==> src/hdl/bcs_lerp.sv <==
// Two-stage pipelined linear interpolation a + ((t*(b-a) + half) >> T_FRAC_BITS).
// Stands alone; instantiated by the top level for every de Casteljau lane.
module bcs_lerp #(
   parameter int COORD_BITS  = 32,
   parameter int T_FRAC_BITS = 16
) (
   input  logic                         clock,
   input  logic                         adv,
   input  logic        [T_FRAC_BITS:0]  t,
   input  logic signed [COORD_BITS-1:0] a,
   input  logic signed [COORD_BITS-1:0] b,
   output logic signed [COORD_BITS-1:0] y
);

   localparam int PW = COORD_BITS + T_FRAC_BITS + 3;
   localparam logic signed [PW-1:0] RND = PW'(1) << (T_FRAC_BITS - 1);

   logic signed [COORD_BITS:0]    diff;
   logic signed [T_FRAC_BITS+1:0] t_s;
   logic signed [PW-1:0]          prod_in;
   logic signed [PW-1:0]          prod_ff;
   logic signed [COORD_BITS-1:0]  a_ff;
   logic signed [PW-1:0]          shifted;
   logic signed [COORD_BITS-1:0]  y_in;
   logic signed [COORD_BITS-1:0]  y_ff;

   assign diff    = $signed({b[COORD_BITS-1], b}) - $signed({a[COORD_BITS-1], a});
   assign t_s     = $signed({1'b0, t});
   assign prod_in = diff * t_s;

   always_ff @(posedge clock) begin
      if (adv) begin
         prod_ff <= prod_in;
         a_ff    <= a;
      end
   end

   // result is a convex combination, so wrapping the add is exact
   assign shifted = (prod_ff + RND) >>> T_FRAC_BITS;
   assign y_in    = a_ff + $signed(shifted[COORD_BITS-1:0]);

   always_ff @(posedge clock) begin
      if (adv) begin
         y_ff <= y_in;
      end
   end

   assign y = y_ff;

endmodule

==> config.mk <==
export PLATFORM = sky130hd
export DESIGN_NAME = bcs_lerp
export DESIGN_NICKNAME = d
export VERILOG_FILES = /design/src/hdl/bcs_lerp.sv
export SDC_FILE = /design/constraint.sdc
export NUM_CORES = 2
export LEC_CHECK = 0
export ABC_AREA = 1
export BUFFER_PORTS_ARGS = -buffer_cell sky130_fd_sc_hd__buf_4
export CAP_MARGIN = 20
export CORE_MARGIN = 2
export CORE_UTILIZATION = 50
export CTS_CLUSTER_DIAMETER = 200
export CTS_CLUSTER_SIZE = 25
export DETAILED_ROUTE_END_ITERATION = 8
export PLACE_DENSITY_LB_ADDON = 0.1
export SLEW_MARGIN = 30
export SYNTH_ARGS = -nofsm -noshare
export SYNTH_HDL_FRONTEND = slang
export SYNTH_SLANG_ARGS = --single-unit
==> constraint.sdc <==
create_clock -name clock -period 19.76 [get_ports clock]
set_clock_uncertainty 0.1 [all_clocks]
set_input_delay 3.952 -clock clock [delete_from_list [all_inputs] [get_ports clock]]
set_output_delay 3.952 -clock clock [all_outputs]
set_load 0.005 [all_outputs]
==> flow_summary.toml <==
[synth]
synth_fa_ha_area_frac = 0.468
ys_types = 57
synth_area_um2 = 26700
synth_compound_gate_area_share = 0.0577
ys.warnings.count = 0
synthTopCellsByArea = "fa_1 39%, inv_1 12%, edfxtp_1 11%, nand2_1 8.3%, ha_1 8.1%"
syn_nets = 4103
synth-seq-cells = 97
synth_xor_area_frac = 0.0392
yosys.cell_count.top_type = "inv_1"
synthFlopType = "edfxtp_1"
yosys.area.top_type_share = 0.386
seq_area_frac_synth = 0.109
synthTopCellsByCount = "873 x inv_1, 589 x nand2_1, 516 x fa_1"
yosysTopAreaCell = "fa_1"
synth-simple-area-share = 0.188
synthArstFlopShare = 0
syn-mean-instance-area_um2 = 8.03
syn_inst = 3330
synth_edf_count = 97
synth_mux_area_frac = 0
synth_top_family_by_area = "adder cells"

[floorplanning]
die_w_um = 235
rows = 84
initial_core_util = 0.507
coreArea_um2 = 52800
dieArea_um2 = 55300
fp.dieH_um = 235
num_io_pins = 115

[finish]
seqCellArea_um2 = 2910
fin_nets = 4162
multiInputGateArea_um2 = 20100
synthToLayoutAreaGrowth_pct = 6.52
final_layout_size_suffix_gt1_frac = 0.0754
nFillCells = 5088
layoutNonFillerInstCount = 4081
insertedDiodeCount = 0

[drt]
wire_per_inst_um = 21.0
drc_errors = 0
drt-initial-drc-count = 1606
drt-pass1-iter-count = 5
wl_um = 85800
routed_via_density = 5.36
vias = 21874
antenna_left = 0

[cts]
hold_buffers = 0
clock_sinks = 97
clk_path_buf_depth = 2
path_clk_slew_ns = 0.07
cts_tree = "built"
clock_latency_ns = 0.37
h-tree-depth = 3
post_cts_resized = 0
numCtsBuffers = 9
cts-root-buf = "clkbuf_16"
post_cts_buffers = 0

[worst_setup_path]
max_stage_delay_ns = 0.75
cp_data_arrival_time_ns = 12.02
crit_fanout = 12
critPathKind = "in -> reg"
crit_top_cell = "inv_1"
setup.worst_path.start_class = "input port"
cp-end-kind = "flop"
cpMaxStageDelayCell = "xor2_2"
required_ns = 19.83

[global_routing]
track_usage = 0.319
grt_max_degree = 87
overflow = 0
first_global_vias = 23116
grt_pass1_wl_um = 134000
antenna_found_initial = 0

[placement]
portBuffers = 114
dp_cells = 4066
hpwlAfterDp_um = 71800
place_congestion = 0.957

[timing]
fmax_mhz = 83.7
worst-slew-pin-transition_ns = 0.982
rsz0062_at_grt = "no"
period_share = 0.605
slew_viol_final = 0
setup_viol = 0
tns_ns = 0
slew_headroom = 0.345
hold_viol = 0
min_period_ns = 11.95

[worst_hold_path]
min_path_type = "reg -> reg"

[run]
drv_cap = 0

[outcome]
status = "completed"
==> routing by layer <==
layer,up-vias,track usage,share of wire
li1,9923,-,-
met1,10904,0.431,0.42
met2,883,0.517,0.46
met3,164,0.0532,0.076
met4,0,0.121,0.043
met5,-,0,0
==> sequential cells by signal, summed over array words and instances (netlist names) <==
signal,cells
a_ff,32
prod_ff,33
y,32
==> worst max-delay path: cells and delay by family <==
family | cells | cell delay, ns
compound gates | 4 | 0.72
xor+xnor | 2 | 1.03
fa+ha+maj | 9 | 3.92
buf+inv | 9 | 0.58
simple gates | 10 | 1.77
==> cells in the final DEF, fill, tap and decap left out, types with 18 or more instances in the layout <==
master	instances
nand3_1	86
edfxtp_1	97
inv_1	872
buf_4	127
nor2_1	404
nor2_2	18
a21oi_1	114
nand2_1	589
ha_1	174
o21ai_0	54
xnor2_1	34
fa_1	516
nor3_1	19
nand4_1	18
or2_2	28
xor2_1	63
==> per-stage QoR <==
step                instance area [um^2]  worst slack [ns]   util  hold WS [ns]
floorplan                          26700              9.20      -         0.426
global placement                   28200              7.34  0.534         0.440
detailed placement                 28200              7.49  0.535         0.455
CTS                                28500              7.82  0.540         0.471
global route                       28500              7.38  0.540         0.495
finish                             28500              7.81  0.540         0.462
==> final timing paths <==
kind                    startpoint               endpoint  slack (ns)  depth (start not counted)
min reg2reg      a_ff[0]$_DFFE_PP_         y[0]$_DFFE_PP_        0.46                          1
min              a_ff[0]$_DFFE_PP_         y[0]$_DFFE_PP_        0.46                          1
max reg2reg  prod_ff[15]$_DFFE_PP_        y[29]$_DFFE_PP_       15.67                         21
max                           b[0]  prod_ff[44]$_DFFE_PP_        7.81                         34
==> cells by family (layout without fill, tap and decap cells) <==
group,count (synthesis),after routing
simple gates,1209,1209
buf+inv,969,1032
fa+ha+maj,690,690
compound gates,256,256
xor+xnor,109,109
flops,97,97
==> final cells by class <==
type | count | share of cell area
inverters | 888 | 0.117
multi-input cells | 2264 | 0.707
clock buffers | 9 | 0.00791
well taps | 688 | 0.0302
flip-flops and latches | 97 | 0.102
clock inverters | 6 | 0.00123
repair buffers | 129 | 0.0343
Power is not shown: default switching activity piles up to over one toggle a cycle in this logic, so the estimate is an artifact.
