<file path="src/hdl/bcs_pkg.sv">
// Shared codes for the Bezier curve subdivider: mode codes and result half codes.
// No dependencies; imported by the top level and the output register.
package bcs_pkg;

   localparam int MODE_BITS = 2;

   localparam logic [MODE_BITS-1:0] MODE_CUBIC_T   = 2'd0;
   localparam logic [MODE_BITS-1:0] MODE_CUBIC_MID = 2'd1;
   localparam logic [MODE_BITS-1:0] MODE_QUAD_T    = 2'd2;
   localparam logic [MODE_BITS-1:0] MODE_QUAD_MID  = 2'd3;

   localparam logic HALF_LEFT  = 1'b0;
   localparam logic HALF_RIGHT = 1'b1;

endpackage

</file>
<file path="src/hdl/bcs_out_ser.sv">
// Output register: holds both sub-curves of one item and sends left then right.
// Depends on bcs_pkg for the half codes.
module bcs_out_ser
   import bcs_pkg::*;
#(
   parameter int DATA_BITS = 256
) (
   input  logic                 clock,
   input  logic                 reset,
   input  logic                 load,
   input  logic [DATA_BITS-1:0] left_data,
   input  logic [DATA_BITS-1:0] right_data,
   output logic                 free,
   output logic                 rsp_tvalid,
   input  logic                 rsp_tready,
   output logic [DATA_BITS-1:0] rsp_tdata,
   output logic                 rsp_tuser,
   output logic                 rsp_tlast
);

   logic                 vld_ff;
   logic                 vld_in;
   logic                 half_ff;
   logic                 half_in;
   logic [DATA_BITS-1:0] left_ff;
   logic [DATA_BITS-1:0] right_ff;

   // free once empty, or as the right half leaves
   assign free = !vld_ff || (half_ff == HALF_RIGHT && rsp_tready);

   always_comb begin
      vld_in  = vld_ff;
      half_in = half_ff;
      if (load) begin
         vld_in  = 1'b1;
         half_in = HALF_LEFT;
      end else if (vld_ff && rsp_tready) begin
         if (half_ff == HALF_LEFT) begin
            half_in = HALF_RIGHT;
         end else begin
            vld_in = 1'b0;
         end
      end
   end

   always_ff @(posedge clock) begin
      if (reset) begin
         vld_ff  <= 1'b0;
         half_ff <= HALF_LEFT;
      end else begin
         vld_ff  <= vld_in;
         half_ff <= half_in;
      end
   end

   always_ff @(posedge clock) begin
      if (load) begin
         left_ff  <= left_data;
         right_ff <= right_data;
      end
   end

   assign rsp_tvalid = vld_ff;
   assign rsp_tdata  = (half_ff == HALF_RIGHT) ? right_ff : left_ff;
   assign rsp_tuser  = half_ff;
   assign rsp_tlast  = (half_ff == HALF_RIGHT);

endmodule

</file>
<file path="config.mk">
export PLATFORM = sky130hd
export DESIGN_NAME = bcs_out_ser
export DESIGN_NICKNAME = d
export VERILOG_FILES = /design/src/hdl/bcs_pkg.sv /design/src/hdl/bcs_out_ser.sv
export SDC_FILE = /design/constraint.sdc
export NUM_CORES = 1
export LEC_CHECK = 0
export ABC_CLOCK_PERIOD_IN_PS = 1250
export BUFFER_PORTS_ARGS = -buffer_cell sky130_fd_sc_hd__clkbuf_2
export CELL_PAD_IN_SITES_DETAIL_PLACEMENT = 0
export CELL_PAD_IN_SITES_GLOBAL_PLACEMENT = 1
export CORE_AREA = 2 2 298 300
export CTS_CLUSTER_DIAMETER = 150
export DETAILED_ROUTE_END_ITERATION = 6
export DIE_AREA = 0 0 300 302
export GPL_TIMING_DRIVEN = 0
export MAX_ROUTING_LAYER = met4
export PLACE_DENSITY_LB_ADDON = 0.2
export SLEW_MARGIN = 20
export SYNTH_ARGS = -nofsm -noshare
export SYNTH_HDL_FRONTEND = slang
export SYNTH_SLANG_ARGS = --single-unit
</file>
<file path="constraint.sdc">
create_clock -name clock -period 1.25 [get_ports clock]
set_input_delay 0.125 -clock clock [delete_from_list [all_inputs] [get_ports clock]]
set_output_delay 0.125 -clock clock [all_outputs]
set_load 0.005 [all_outputs]
</file>
==> run_results.csv <==
group,metric,value,unit
route,first_pass_iters,6,
worst_setup_path,worstPathRequired,1.12,ns
yosys,syn-num-nets,1321,
floorplanning,pin_count,776,
outcome,status,"complete, but fails checks",
floorplanning,die_h,302,microns
yosys,synthArstFlopShare,0,%
yosys,yosysUniqueCellTypes,12,
route,post_drt_via_cell_ratio,3.74,
cts,cts_sinks,514,
route,drc,0,
hold_path,holdPathStages,2,
yosys,syn_avg_cell_area,24.1,sq um
floorplanning,die_x,300,microns
global_route,grt.total_usage,13.2,%
route,vias,12688,
yosys,yosys.area.top_type_share,79.2,%
sta,hold_violations,0,
yosys,synthTopCellsByArea,"edfxtp_1, mux2_4, mux2_2",
worst_setup_path,crit_fanout,7,
sta,hold_slack,0.0898,ns
final_layout,nets,2693,
place,dp_hpwl,44.5,mm
yosys,synth_ff_type,"edfxtp_1",
route,antenna_left,0,
worst_setup_path,reg2regPathDepth,5,
place,gp_congestion,0.789,
cts,clk_path_buf_depth,3,
yosys,yosys.area_share.xor_xnor,0,%
route,wl_met1,22.9,mm
floorplanning,core,87600,sq um
outcome,violations,"negative setup slack",
yosys,synth_compound_area_share,0.103,%
yosys,synth_top_family_by_area,"multiplexers",
pwr,irDropWorstVdd,0.00109,V
hold_path,worst_hold_path_type,"in2reg",
yosys,yosysWarningCount,0,
sta,layout_setup_ws,-0.854,ns
yosys,synth.most_common_cell,"edfxtp_1",
worst_setup_path,worstPathArrival,1.98,ns
yosys,yosys.area_share.simple,0.0258,%
cts,cts_tree,"built",
pwr,pwr_density_cell,1340,nW/um^2
worst_setup_path,crit_chain,"buf_12 > buf_16 > buf_16 > buf_12 > mux2_4 > buf_6",
job,drv_cap,0,
worst_setup_path,reg2reg_slack,0.14,ns
yosys,synth_area,19400,sq um
route,route.met3.wl,3.50,mm
global_route,grt_overflow,0,
yosys,synth_area_leader_cell,"edfxtp_1",
sta,tightestPinTransition,0.502,ns
yosys,ys_ff_latch,514,
route,wirelength,61.0,mm
sta,rsz0062_at_grt,"true",
cts,root_buffer,"clkbuf_16",
pwr,total_power,43.8,mW
global_route,antenna_found_initial,1,
sta,min_period_over_period,168,%
global_route,grt_max_degree,97,
yosys,synth_commonest_cells,"edfxtp_1, mux2_4, mux2_2",
worst_setup_path,critPathMaxStageDelay,0.35,ns
final_layout,area_growth_syn_to_layout,68.3,%
yosys,synth_cells,805,
yosys,ys_seq_area_share,79.4,%
global_route,grt_pass1_vias,13778,
route,routed.top_layer,"met4",
sta,drv_slew,0,
sta,clock_skew,0.00111,ns
floorplanning,initial_core_util,22.2,%
route,post_drt_wl_per_cell,18.0,microns
sta,setup_viol,374,
worst_setup_path,end_kind,"output port",
yosys,synthMuxAreaShare,18.7,%
yosys,synth-edff-count,512,
cts,h-tree-depth,2,
final_layout,drive_gt1_share,52.4,%
floorplanning,die-area,90600,sq um
yosys,synth_fa_ha_area_share,0,%
route,wl_met2,33.2,mm
pwr,p_leak,13.4,nW
place,port_buffers,775,
sta,slew_headroom,66.5,%
floorplanning,rows,109,
cts,insertion_delay,0.61,ns
worst_setup_path,slowest_stage,"dfxtp_4",
worst_setup_path,crit_type,"reg2out",
sta,finalCriticalPeriod,2.10,ns
sta,fmax,475,MHz
global_route,grt_pass1_wl,85.8,mm
cts,clk_pin_slew,0.06,ns
cts,cts_made_buffers,60,
worst_setup_path,critical_path.startpoint_type,"flip-flop",
route,dr.first_iter.drc_count,603,
-- path summary, 6_finish.rpt --
| path | start | endpoint |
|---|---|---|
| setup reg to reg | rsp_tlast | rsp_tlast |
| hold / removal | load | left_ff[209] |
| setup / recovery | rsp_tlast | rsp_tdata[165] |
| hold reg to reg | rsp_tvalid | rsp_tlast |
-- cell families after synthesis --
family                 Yosys count
AOI/OAI and AO/OA                3
buffers and inverters           31
DFF                            514
muxes                          256
and+or+nand+nor                  1
-- routing by layer --
| metal | global-route usage (%) | up-vias |
|---|---|---|
| met5 | - | - |
| met4 | 3.63 | 0 |
| met3 | 3.00 | 78 |
| met2 | 24.0 | 394 |
| met1 | 14.3 | 6220 |
| li1 | - | 5996 |
-- where the power goes --
part           switching [mW]  internal [mW]  total [mW]  leakage [nW]
combinational            1.93           3.30        5.23          7.45
clock                    7.07           10.7        17.7         0.972
sequential              0.379           20.5        20.9          5.03
total                    9.37           34.5        43.8          13.4
-- registers in the layout, summed over array words and instances, names as in the netlist --
name	count
left_ff	256
rsp_tlast	1
rsp_tvalid	1
right_ff	256
-- layout by cell type, fill, tap and decap left out --
cell and count:
nor3_1 1, clkbuf_2 760, buf_6 10, clkinv_2 12, clkbuf_1 16, clkinv_1 11
mux2_4 202, buf_4 4, buf_8 9, clkbuf_16 64, dfxtp_4 1, diode_2 1
bufinv_16 8, buf_16 14, a21oi_1 2, buf_2 4, a21bo_2 1, dfxtp_1 1
mux2_2 54, buf_12 21, clkbuf_8 1, inv_1 1, dlygate4sd3_1 515, edfxtp_1 512
clkinvlp_4 1, inv_6 1, clkinv_8 1
-- stage by stage --
stage	TNS, ns	setup WS, ns	std cells	utilization (%)	area (sq um)
CTS	-237.23	-0.978	3390	37.2	32500
finish	-213.10	-0.854	3393	37.3	32700
global route	-252.31	-0.977	3393	37.3	32700
global placement	-4552.42	-8.77	2745	28.3	24700
floorplan	0	0.0213	805	-	19400
detailed placement	-315.70	-0.918	2751	28.5	24900
-- layout make-up --
type | instances | area [sq um]
Timing Repair Buffer | 1310 | 9570
Clock inverter | 34 | 374
Antenna cell | 1 | 2.50
Multi-Input combinational cell | 260 | 3670
Tap cell | 1165 | 1460
Buffer | 30 | 558
Fill cell | 8450 | 54900
Clock buffer | 78 | 1610
Inverter | 1 | 3.75
Sequential cell | 514 | 15400
-- critical path: cells and delay by family (launching register included) --
| family | cells | cell delay (ns) |
|---|---|---|
| flops | 1 | 0.35 |
| buf+inv | 5 | 0.72 |
| mux | 1 | 0.29 |
-- repair_timing --
item,in CTS,in global routing
gates resized for setup,62,32
hold endpoints to repair,539,0
gates cloned,5,2
setup buffers,6,1
hold buffers,516,0
endpoints found under the setup margin,440,437
No activity file was read; power rests on OpenSTA's default activity.
